--- config.mk ---
export PLATFORM = sky130hd
export DESIGN_NAME = stream_find_replace_truncate_top_flat
export DESIGN_NICKNAME = d
export VERILOG_FILES = /design/src/hw/rtl/sfr_pkg.sv /design/src/hw/rtl/sfr_text_if.sv /design/src/hw/rtl/sfr_result_if.sv /design/src/hw/rtl/sfr_cfg_if.sv /design/src/hw/rtl/stream_find_replace_truncate_top.sv /design/src/hw/rtl/sfr_cell.sv /design/src/hw/rtl/sfr_window.sv /design/src/flat_wrapper.sv
export SDC_FILE = /design/constraint.sdc
export NUM_CORES = 1
export LEC_CHECK = 0
export BUFFER_PORTS_ARGS = -buffer_cell sky130_fd_sc_hd__buf_4
export CAP_MARGIN = 15
export CORE_MARGIN = 4
export CORE_UTILIZATION = 45
export DETAILED_ROUTE_END_ITERATION = 12
export GPL_TIMING_DRIVEN = 0
export MAX_ROUTING_LAYER = met4
export PLACE_DENSITY_LB_ADDON = 0.1
export REMOVE_ABC_BUFFERS = 1
export SETUP_SLACK_MARGIN = 0.3
export SLEW_MARGIN = 10
export SYNTH_ARGS = -nofsm -noshare
export SYNTH_HDL_FRONTEND = slang
export SYNTH_SLANG_ARGS = --single-unit
--- constraint.sdc ---
create_clock -name clk -period 3.05 [get_ports clk]
set_input_delay 0.915 -clock clk [delete_from_list [all_inputs] [get_ports clk]]
set_output_delay 0.915 -clock clk [all_outputs]
set_load 0.01 [all_outputs]
--- src/hw/rtl/sfr_pkg.sv ---
// Shared types, sizes and helpers for the stream find/replace/truncate block.
// No dependencies; every other file in hw/rtl imports this package.
package sfr_pkg;

  localparam int PATTERN_MAX     = 8;
  localparam int REPLACEMENT_MAX = 8;
  localparam int LIMIT_BITS      = 12;

  localparam int CHAR_W     = 8;
  localparam int LEN_W      = 4;
  localparam int CFG_IDX_W  = 3;
  localparam int CFG_DATA_W = 64;

  localparam int PIDX_W = (PATTERN_MAX > 1) ? $clog2(PATTERN_MAX) : 1;
  localparam int RIDX_W = (REPLACEMENT_MAX > 1) ? $clog2(REPLACEMENT_MAX) : 1;

  typedef enum logic [CFG_IDX_W-1:0] {
    REG_PATTERN_BYTES     = 3'd0,
    REG_PATTERN_LENGTH    = 3'd1,
    REG_REPLACEMENT_BYTES = 3'd2,
    REG_REPLACEMENT_LEN   = 3'd3,
    REG_OUTPUT_LIMIT      = 3'd4
  } cfg_reg_t;

  typedef enum logic [2:0] {
    S_IDLE,
    S_DIRECT,
    S_CHECK,
    S_REPL,
    S_FLUSH,
    S_END
  } state_t;

  // Per-cell control: load a new character or take the neighbor's.
  typedef struct packed {
    logic load;
    logic shift;
  } cell_ctl_t;

  // Window control from the sequencer.
  typedef struct packed {
    logic              append;
    logic              shift;
    logic [PIDX_W-1:0] slot;
  } win_ctl_t;

  // Clamp a configured length to its maximum.
  function automatic logic [LEN_W-1:0] clamp_len(input logic [LEN_W-1:0] n,
                                                 input logic [LEN_W-1:0] m);
    return (n > m) ? m : n;
  endfunction

endpackage

--- src/hw/rtl/sfr_text_if.sv ---
// Input character channel: valid/ready handshake with one source character.
// Depends on sfr_pkg for widths.
interface sfr_text_if;
  import sfr_pkg::*;
  logic              valid;
  logic              ready;
  logic [CHAR_W-1:0] char_in;
  logic              char_valid;
  logic              last_in;

  modport source (output valid, char_in, char_valid, last_in, input ready);
  modport sink   (input valid, char_in, char_valid, last_in, output ready);
endinterface

--- src/hw/rtl/sfr_result_if.sv ---
// Output channel: valid/ready handshake with one output character or end beat.
// Depends on sfr_pkg for widths.
interface sfr_result_if;
  import sfr_pkg::*;
  logic                  valid;
  logic                  ready;
  logic [CHAR_W-1:0]     char_out;
  logic                  char_present;
  logic                  end_of_string;
  logic [LIMIT_BITS-1:0] written_length;

  modport source (output valid, char_out, char_present, end_of_string, written_length,
                  input ready);
  modport sink   (input valid, char_out, char_present, end_of_string, written_length,
                  output ready);
endinterface

--- src/hw/rtl/sfr_cfg_if.sv ---
// Configuration write channel: valid/ready with register index and data.
// Depends on sfr_pkg for widths.
interface sfr_cfg_if;
  import sfr_pkg::*;
  logic                  valid;
  logic                  ready;
  logic [CFG_IDX_W-1:0]  index;
  logic [CFG_DATA_W-1:0] data;

  modport source (output valid, index, data, input ready);
  modport sink   (input valid, index, data, output ready);
endinterface

--- src/hw/rtl/stream_find_replace_truncate_top.sv ---
// Stream find/replace with output truncation; top level with sequencer and config.
// Depends on sfr_pkg, sfr_text_if, sfr_result_if, sfr_cfg_if and sfr_window.
//
// Characters enter one beat at a time on the text channel. Each leftmost,
// non-overlapping occurrence of the configured pattern (up to 8 bytes) is
// replaced by the configured replacement (up to 8 bytes); other characters
// pass through. Output stops once output_limit characters have been written in
// the current string; later characters are dropped silently. A beat with
// last_in set flushes the pending window as literal text and is followed by an
// end beat (char_present 0, end_of_string 1) carrying the final length, after
// which the counters restart for the next string. A pattern length of zero
// copies input unchanged. The block works on one input beat at a time: a
// character in copy-through mode is accepted and then emitted, a character
// that brings the window to the pattern length is accepted and then compared
// against the window, and a character that only extends a partial window is
// just accepted. A match then emits the replacement characters one at a time,
// and the end of a string releases the pending window bytes one at a time and
// then sends the end beat. Output beats stall the sequencer only while the
// result register is full and not being taken. Writing the pattern bytes or
// pattern length discards the pending window. Configuration is always ready;
// write it while no string is in flight.
module stream_find_replace_truncate_top
  import sfr_pkg::*;
(
  input  logic         clk,
  input  logic         rst,
  sfr_text_if.sink     text,
  sfr_result_if.source result,
  sfr_cfg_if.sink      cfg
);

  // Configuration registers
  logic [CFG_DATA_W-1:0] pattern_bytes;
  logic [LEN_W-1:0]      pattern_length;
  logic [CFG_DATA_W-1:0] replacement_bytes;
  logic [LEN_W-1:0]      replacement_length;
  logic [LIMIT_BITS-1:0] output_limit;

  // Sequencer state
  state_t                state, state_next;
  logic [LEN_W-1:0]      fill, fill_next;
  logic [LIMIT_BITS-1:0] written, written_next;
  logic [RIDX_W-1:0]     rep_idx, rep_idx_next;
  logic [CHAR_W-1:0]     held_char;
  logic                  held_last;

  // Result register
  logic                  out_valid;
  logic [CHAR_W-1:0]     out_char;
  logic                  out_present;
  logic                  out_end;
  logic [LIMIT_BITS-1:0] out_len;

  logic [LEN_W-1:0]  plen, rlen;
  logic              text_accept, cfg_accept, pat_write;
  logic              out_free, room, step_ok;
  logic              char_emit, ld_char, ld_end;
  logic [CHAR_W-1:0] emit_c;
  state_t            after_st;
  win_ctl_t          wctl;
  logic [CHAR_W-1:0] front_char;
  logic              hit;

  assign plen = clamp_len(pattern_length, LEN_W'(PATTERN_MAX));
  assign rlen = clamp_len(replacement_length, LEN_W'(REPLACEMENT_MAX));

  assign text.ready  = (state == S_IDLE);
  assign text_accept = text.valid && text.ready;
  assign cfg.ready   = 1'b1;
  assign cfg_accept  = cfg.valid && cfg.ready;
  assign pat_write   = cfg_accept && ((cfg.index == REG_PATTERN_BYTES) ||
                                      (cfg.index == REG_PATTERN_LENGTH));

  // The result register can take a beat when empty or being drained.
  assign out_free = !out_valid || result.ready;
  // Characters past the limit are dropped, so those steps never wait.
  assign room     = (written < output_limit);
  assign step_ok  = out_free || !room;
  assign after_st = held_last ? S_FLUSH : S_IDLE;

  // Configuration writes
  always_ff @(posedge clk) begin
    if (rst) begin
      pattern_bytes      <= '0;
      pattern_length     <= '0;
      replacement_bytes  <= '0;
      replacement_length <= '0;
      output_limit       <= '0;
    end else if (cfg_accept) begin
      case (cfg_reg_t'(cfg.index))
        REG_PATTERN_BYTES:     pattern_bytes      <= cfg.data;
        REG_PATTERN_LENGTH:    pattern_length     <= cfg.data[LEN_W-1:0];
        REG_REPLACEMENT_BYTES: replacement_bytes  <= cfg.data;
        REG_REPLACEMENT_LEN:   replacement_length <= cfg.data[LEN_W-1:0];
        REG_OUTPUT_LIMIT:      output_limit       <= cfg.data[LIMIT_BITS-1:0];
        default: ;
      endcase
    end
  end

  sfr_window u_window (
    .clk          (clk),
    .ctl          (wctl),
    .char_in      (text.char_in),
    .pattern_bytes(pattern_bytes),
    .plen         (plen),
    .front_char   (front_char),
    .hit          (hit)
  );

  // Next state and outputs of the sequencer
  always_comb begin
    state_next   = state;
    fill_next    = fill;
    written_next = written;
    rep_idx_next = rep_idx;
    char_emit    = 1'b0;
    emit_c       = front_char;
    ld_end       = 1'b0;
    wctl         = '0;
    wctl.slot    = fill[PIDX_W-1:0];

    case (state)
      S_IDLE: begin
        if (text_accept) begin
          if (text.char_valid) begin
            if (plen == '0) begin
              state_next = S_DIRECT;
            end else begin
              // Append the character behind the pending bytes.
              wctl.append = 1'b1;
              fill_next   = fill + 1'b1;
              if (fill + 1'b1 == plen) begin
                state_next = S_CHECK;
              end else begin
                state_next = text.last_in ? S_FLUSH : S_IDLE;
              end
            end
          end else begin
            state_next = text.last_in ? S_FLUSH : S_IDLE;
          end
        end
      end
      S_DIRECT: begin
        char_emit = 1'b1;
        emit_c    = held_char;
        if (step_ok) begin
          state_next = after_st;
        end
      end
      S_CHECK: begin
        if (hit) begin
          if (rlen == '0) begin
            fill_next  = '0;
            state_next = after_st;
          end else begin
            rep_idx_next = '0;
            state_next   = S_REPL;
          end
        end else begin
          // Release the front byte as literal text and slide by one.
          char_emit = 1'b1;
          if (step_ok) begin
            wctl.shift = 1'b1;
            fill_next  = fill - 1'b1;
            state_next = after_st;
          end
        end
      end
      S_REPL: begin
        char_emit = 1'b1;
        emit_c    = replacement_bytes[CHAR_W*rep_idx +: CHAR_W];
        if (step_ok) begin
          rep_idx_next = rep_idx + 1'b1;
          if (LEN_W'(rep_idx) + 1'b1 == rlen) begin
            fill_next  = '0;
            state_next = after_st;
          end
        end
      end
      S_FLUSH: begin
        if (fill == '0) begin
          state_next = S_END;
        end else begin
          char_emit = 1'b1;
          if (step_ok) begin
            wctl.shift = 1'b1;
            fill_next  = fill - 1'b1;
          end
        end
      end
      S_END: begin
        if (out_free) begin
          ld_end       = 1'b1;
          written_next = '0;
          fill_next    = '0;
          state_next   = S_IDLE;
        end
      end
      default: state_next = S_IDLE;
    endcase

    ld_char = char_emit && room && out_free;
    if (ld_char) begin
      written_next = written + 1'b1;
    end

    // A pattern change restarts the matcher.
    if (pat_write) begin
      fill_next = '0;
    end
  end

  always_ff @(posedge clk) begin
    if (rst) begin
      state   <= S_IDLE;
      fill    <= '0;
      written <= '0;
      rep_idx <= '0;
    end else begin
      state   <= state_next;
      fill    <= fill_next;
      written <= written_next;
      rep_idx <= rep_idx_next;
    end
  end

  // Hold the accepted beat for later steps.
  always_ff @(posedge clk) begin
    if (text_accept) begin
      held_char <= text.char_in;
      held_last <= text.last_in;
    end
  end

  // Result register: load a beat, drop it once taken.
  always_ff @(posedge clk) begin
    if (rst) begin
      out_valid <= 1'b0;
    end else if (ld_char || ld_end) begin
      out_valid <= 1'b1;
    end else if (result.ready) begin
      out_valid <= 1'b0;
    end
  end

  always_ff @(posedge clk) begin
    if (ld_char) begin
      out_char    <= emit_c;
      out_present <= 1'b1;
      out_end     <= 1'b0;
      out_len     <= written + 1'b1;
    end else if (ld_end) begin
      out_char    <= '0;
      out_present <= 1'b0;
      out_end     <= 1'b1;
      out_len     <= written;
    end
  end

  assign result.valid          = out_valid;
  assign result.char_out       = out_char;
  assign result.char_present   = out_present;
  assign result.end_of_string  = out_end;
  assign result.written_length = out_len;

  // The window never holds more than a full pattern.
  a_fill_bound: assert property (@(posedge clk) disable iff (rst)
    fill <= LEN_W'(PATTERN_MAX))
    else $error("window fill beyond pattern maximum");

  // A waiting end beat means the length counter has already restarted.
  a_end_clears: assert property (@(posedge clk) disable iff (rst)
    (result.valid && result.end_of_string) |-> (written == '0))
    else $error("length counter not cleared behind end beat");

  // A result beat is either a character or the end marker.
  a_beat_kind: assert property (@(posedge clk) disable iff (rst)
    result.valid |-> (result.char_present != result.end_of_string))
    else $error("result beat is neither character nor end");

  // Replacement only runs with a non-empty replacement.
  a_repl_len: assert property (@(posedge clk) disable iff (rst)
    (state == S_REPL) |-> (rlen != '0))
    else $error("replacement step with empty replacement");

  // A check follows an append that filled the window to pattern length.
  a_check_full: assert property (@(posedge clk) disable iff (rst)
    (state == S_CHECK) |-> (fill == plen))
    else $error("compare started with partial window");

endmodule

--- src/hw/rtl/sfr_cell.sv ---
// One window cell: holds a character, compares it with its pattern byte.
// Depends on sfr_pkg.
module sfr_cell
  import sfr_pkg::*;
(
  input  logic              clk,
  input  cell_ctl_t         ctl,
  input  logic [CHAR_W-1:0] load_char,
  input  logic [CHAR_W-1:0] neighbor_char,
  input  logic [CHAR_W-1:0] pat_char,
  output logic [CHAR_W-1:0] char_q,
  output logic              match
);

  always_ff @(posedge clk) begin
    if (ctl.load) begin
      char_q <= load_char;
    end else if (ctl.shift) begin
      char_q <= neighbor_char;
    end
  end

  assign match = (char_q == pat_char);

endmodule

--- src/hw/rtl/sfr_window.sv ---
// Sliding window: a row of sfr_cell instances that shift toward the front.
// Depends on sfr_pkg and sfr_cell.
module sfr_window
  import sfr_pkg::*;
(
  input  logic                  clk,
  input  win_ctl_t              ctl,
  input  logic [CHAR_W-1:0]     char_in,
  input  logic [CFG_DATA_W-1:0] pattern_bytes,
  input  logic [LEN_W-1:0]      plen,
  output logic [CHAR_W-1:0]     front_char,
  output logic                  hit
);

  logic [CHAR_W-1:0]      chars [PATTERN_MAX];
  logic [PATTERN_MAX-1:0] match;

  for (genvar i = 0; i < PATTERN_MAX; i++) begin : g_cell
    cell_ctl_t         cctl;
    logic [CHAR_W-1:0] neighbor;

    assign cctl.load  = ctl.append && (ctl.slot == PIDX_W'(i));
    assign cctl.shift = ctl.shift;

    if (i == PATTERN_MAX - 1) begin : g_tail
      assign neighbor = chars[i];
    end else begin : g_mid
      assign neighbor = chars[i+1];
    end

    sfr_cell u_cell (
      .clk          (clk),
      .ctl          (cctl),
      .load_char    (char_in),
      .neighbor_char(neighbor),
      .pat_char     (pattern_bytes[CHAR_W*i +: CHAR_W]),
      .char_q       (chars[i]),
      .match        (match[i])
    );
  end

  // Hit when every cell inside the pattern length matches.
  always_comb begin
    hit = 1'b1;
    for (int i = 0; i < PATTERN_MAX; i++) begin
      if ((LEN_W'(i) < plen) && !match[i]) begin
        hit = 1'b0;
      end
    end
  end

  assign front_char = chars[0];

endmodule

--- src/flat_wrapper.sv ---
// flat-port wrapper written by rule: the top's interface ports become plain ports
module stream_find_replace_truncate_top_flat import sfr_pkg::*;
  (clk, rst, text_valid, text_char_in, text_char_valid, text_last_in, text_ready, result_valid, result_char_out, result_char_present, result_end_of_string, result_written_length, result_ready, cfg_valid, cfg_index, cfg_data, cfg_ready);
  sfr_text_if text_i ();
  sfr_result_if result_i ();
  sfr_cfg_if cfg_i ();
  input  logic clk;
  input  logic rst;
  input wire logic [$bits(text_i.valid)-1:0] text_valid;
  input wire logic [$bits(text_i.char_in)-1:0] text_char_in;
  input wire logic [$bits(text_i.char_valid)-1:0] text_char_valid;
  input wire logic [$bits(text_i.last_in)-1:0] text_last_in;
  output wire logic [$bits(text_i.ready)-1:0] text_ready;
  output wire logic [$bits(result_i.valid)-1:0] result_valid;
  output wire logic [$bits(result_i.char_out)-1:0] result_char_out;
  output wire logic [$bits(result_i.char_present)-1:0] result_char_present;
  output wire logic [$bits(result_i.end_of_string)-1:0] result_end_of_string;
  output wire logic [$bits(result_i.written_length)-1:0] result_written_length;
  input wire logic [$bits(result_i.ready)-1:0] result_ready;
  input wire logic [$bits(cfg_i.valid)-1:0] cfg_valid;
  input wire logic [$bits(cfg_i.index)-1:0] cfg_index;
  input wire logic [$bits(cfg_i.data)-1:0] cfg_data;
  output wire logic [$bits(cfg_i.ready)-1:0] cfg_ready;
  assign text_i.valid = text_valid;
  assign text_i.char_in = text_char_in;
  assign text_i.char_valid = text_char_valid;
  assign text_i.last_in = text_last_in;
  assign text_ready = text_i.ready;
  assign result_valid = result_i.valid;
  assign result_char_out = result_i.char_out;
  assign result_char_present = result_i.char_present;
  assign result_end_of_string = result_i.end_of_string;
  assign result_written_length = result_i.written_length;
  assign result_i.ready = result_ready;
  assign cfg_i.valid = cfg_valid;
  assign cfg_i.index = cfg_index;
  assign cfg_i.data = cfg_data;
  assign cfg_ready = cfg_i.ready;
  stream_find_replace_truncate_top u_core (.clk(clk), .rst(rst), .text(text_i), .result(result_i), .cfg(cfg_i));
endmodule
==> results.yml <==
status:
  status: "finished clean"
yosys:
  synthDistinctLibCells: 62
  yosys-top-cells-area: "dfxtp_1 28%, edfxtp_1 23%, nand2_1 9.7%"
  synth-async-reset-ratio_pct: 0
  ys_ff_latch: 266
  ys.warnings.count: 0
  ys.flop_type: "dfxtp_1"
  synth_area_per_cell_um2: 9.53
  post-synth-top-area-cell: "dfxtp_1"
  netlist_instances: 1299
  synth-edff-count: 93
  yosysSeqAreaShare_pct: 50.5
  synth_most_common_cell: "nand2_1"
  synth_common_cells: "321 x nand2_1, 173 x dfxtp_1, 167 x a21oi_1"
  yosysTopAreaCellShare_pct: 28.0
  syn_area_um2: 12400
pwr:
  ir_worst_vdd_mv: 0.350
  finalPower_w: 0.00786
  p_leak_nw: 5.14
  power_density_nw_per_um2: 536
global_routing:
  grt.total_usage_pct: 22.5
  grt_pass1_wl_um: 52500
  grt-ovfl-total: 0
  grt_pass1_vias: 9273
  grt_max_degree: 93
  antenna_found_initial: 0
sta:
  fin_crit_ns: 2.68
  tightest_slew_ns: 0.788
  slew_headroom_pct: 47.5
  fin_skew_ns: 0.0178
  fin_tns_setup_ns: 0
  max_freq_mhz: 373
  hold_viol_final: 0
  timing.final.crit_share_pct: 87.8
  rsz0062_at_grt: "true"
  drv_slew: 0
  setup_ws_ns: 0.372
  setup_viol: 0
drt:
  drt-pass1-iter-count: 6
  avgRoutedWirePerCell_um: 19.4
  route.detailed.drc: 0
  drt_iter0_markers: 742
  ant_nets: 0
  routed_wl_um: 34000
  viasPerCell: 5.44
  vias: 9527
placement:
  place_inst: 1679
  hpwl_um: 24100
  io_buffers: 105
  place_ws_ns: -0.551
  placed_cell_area_um2: 13400
  finalWeightedCongestion: 0.889
clock_network:
  root_buffer: "clkbuf_16"
  clock-sinks: 266
  cts_tree: "done"
  clk_path_buf_depth: 3
  clock_latency_ns: 0.55
  clkTransAtPathRegs_ns: 0.06
  cts_hold_repair.buffers: 0
  cts_max_level: 1
  cts_buffers: 29
setup_path:
  worstSetupStartpointType: "flop"
  end_kind: "primary output"
  worstPathArrival_ns: 1.76
  critPathRequiredTime_ns: 2.13
  path_class: "reg -> out"
  cp_max_fo: 28
die:
  die_area_um2: 30200
  coreArea_um2: 27000
  row_count: 60
  die_h_um: 174
  die_w_um: 174
  start_util_pct: 45.8
  pin_count: 107
finish:
  final_nets: 1490
  area_growth_pct: 18.4
  drive_above_1_share_pct: 21.4
  stdcell_count: 1751
  diodes: 0
  fin_area_um2: 14700
  n_fill_cell: 2514
hold_path:
  hold_class: "reg -> reg"
flow_run:
  drv_cap: 0
state kept, by name, summed over array words and instances, names as in the netlist, 3 cells and up:
register	count
u_core.replacement_length	4
u_core.result.written_length	12
u_core.u_window.g_cell.u_cell.char_q	64
u_core.output_limit	12
u_core.result.char_out	8
u_core.pattern_bytes	64
u_core.held_char	8
u_core.rep_idx	3
u_core.fill	4
u_core.state	3
u_core.pattern_length	4
u_core.written	12
u_core.replacement_bytes	64
path summary, 6_finish.rpt:
path                                                          endpoint                               startpoint  slack, ns  cells past startpoint
setup reg to reg  u_core.u_window.g_cell[2].u_cell.char_q[7]$_DFFE_PP_          u_core.written[10]$_SDFFE_PP0P_       0.40                      8
hold / removal                 u_core.result.char_present$_SDFFE_PP1P_  u_core.result.char_present$_SDFFE_PP1P_       0.44                      2
setup / recovery                                            text_ready             u_core.state[1]$_SDFFE_PP0P_       0.37                      4
hold reg to reg                u_core.result.char_present$_SDFFE_PP1P_  u_core.result.char_present$_SDFFE_PP1P_       0.44                      2
layer usage:
| metal | wire, um | track usage, % | vias up |
|---|---|---|---|
| met5 | 0 | - | - |
| met1 | 15000 | 29.2 | 4504 |
| li1 | - | - | 4710 |
| met3 | 1650 | 3.13 | 69 |
| met2 | 16400 | 37.1 | 244 |
| met4 | 1030 | 6.37 | 0 |
kinds of logic after synthesis:
family / count (synthesis) / synth area share, %
xor+xnor: 82 / 5.80
buf+inv: 96 / 3.17
other cells: 1 / 0.0303
compound gates: 249 / 11.5
fa+ha+maj: 21 / 2.12
flops: 266 / 50.5
simple gates: 495 / 17.5
mux: 89 / 9.38
stage by stage:
stage | util, % | hold slack (ns)
after floorplan | - | 0.425
after CTS | 53.7 | 0.446
after detailed placement | 49.7 | 0.437
final | 54.2 | 0.442
after global routing | 54.2 | 0.471
after global placement | 49.2 | 0.431
final cells by class:
type / count / area [um2] / area share, %
clock inverter: 4 / 27.5 / 0.188
inverter: 23 / 98.8 / 0.674
clock buffer: 50 / 875 / 5.97
sequential: 266 / 6280 / 42.8
tap: 341 / 427 / 2.91
multi-input combinational: 938 / 5930 / 40.4
timing repair buffer: 129 / 1020 / 6.99
layout by cell type (no fill, tap or decap), types with 16 or more instances in the layout:
| master | netlist | routed |
|---|---|---|
| buf_4 | 4 | 123 |
| nand4_1 | 21 | 21 |
| nor2_1 | 59 | 59 |
| mux4_2 | 16 | 16 |
| xnor2_1 | 80 | 79 |
| o21ai_0 | 22 | 20 |
| clkbuf_16 | 0 | 29 |
| a21oi_1 | 167 | 166 |
| mux2_2 | 56 | 56 |
| edfxtp_1 | 93 | 93 |
| dfxtp_1 | 173 | 160 |
| mux2i_1 | 17 | 17 |
| inv_1 | 21 | 21 |
| ha_1 | 21 | 21 |
| nand2_1 | 321 | 312 |
repair_timing:
action,in CTS,in global routing
pin swaps,6,4
gates cloned,1,0
buffers inserted,9,8
endpoints found under the hold margin,0,0
endpoints found under the setup margin,177,132
resized for setup,36,21
worst max-delay path, cell delays in order, from the launching register on:
cell     delay, ns
dfxtp_2       0.69
nor2_1        0.15
nand2_1       0.14
inv_1         0.09
buf_4         0.15
where the power goes:
group | leakage [nW] | switching (W) | internal, W | total, W
combinational | 2.45 | 0.000410 | 0.000282 | 0.000692
clock | 0.441 | 0.00141 | 0.00193 | 0.00335
sequential | 2.25 | 0.0000621 | 0.00376 | 0.00382
total | 5.14 | 0.00189 | 0.00597 | 0.00786
Note: power is estimated with default switching activity, not from simulation.
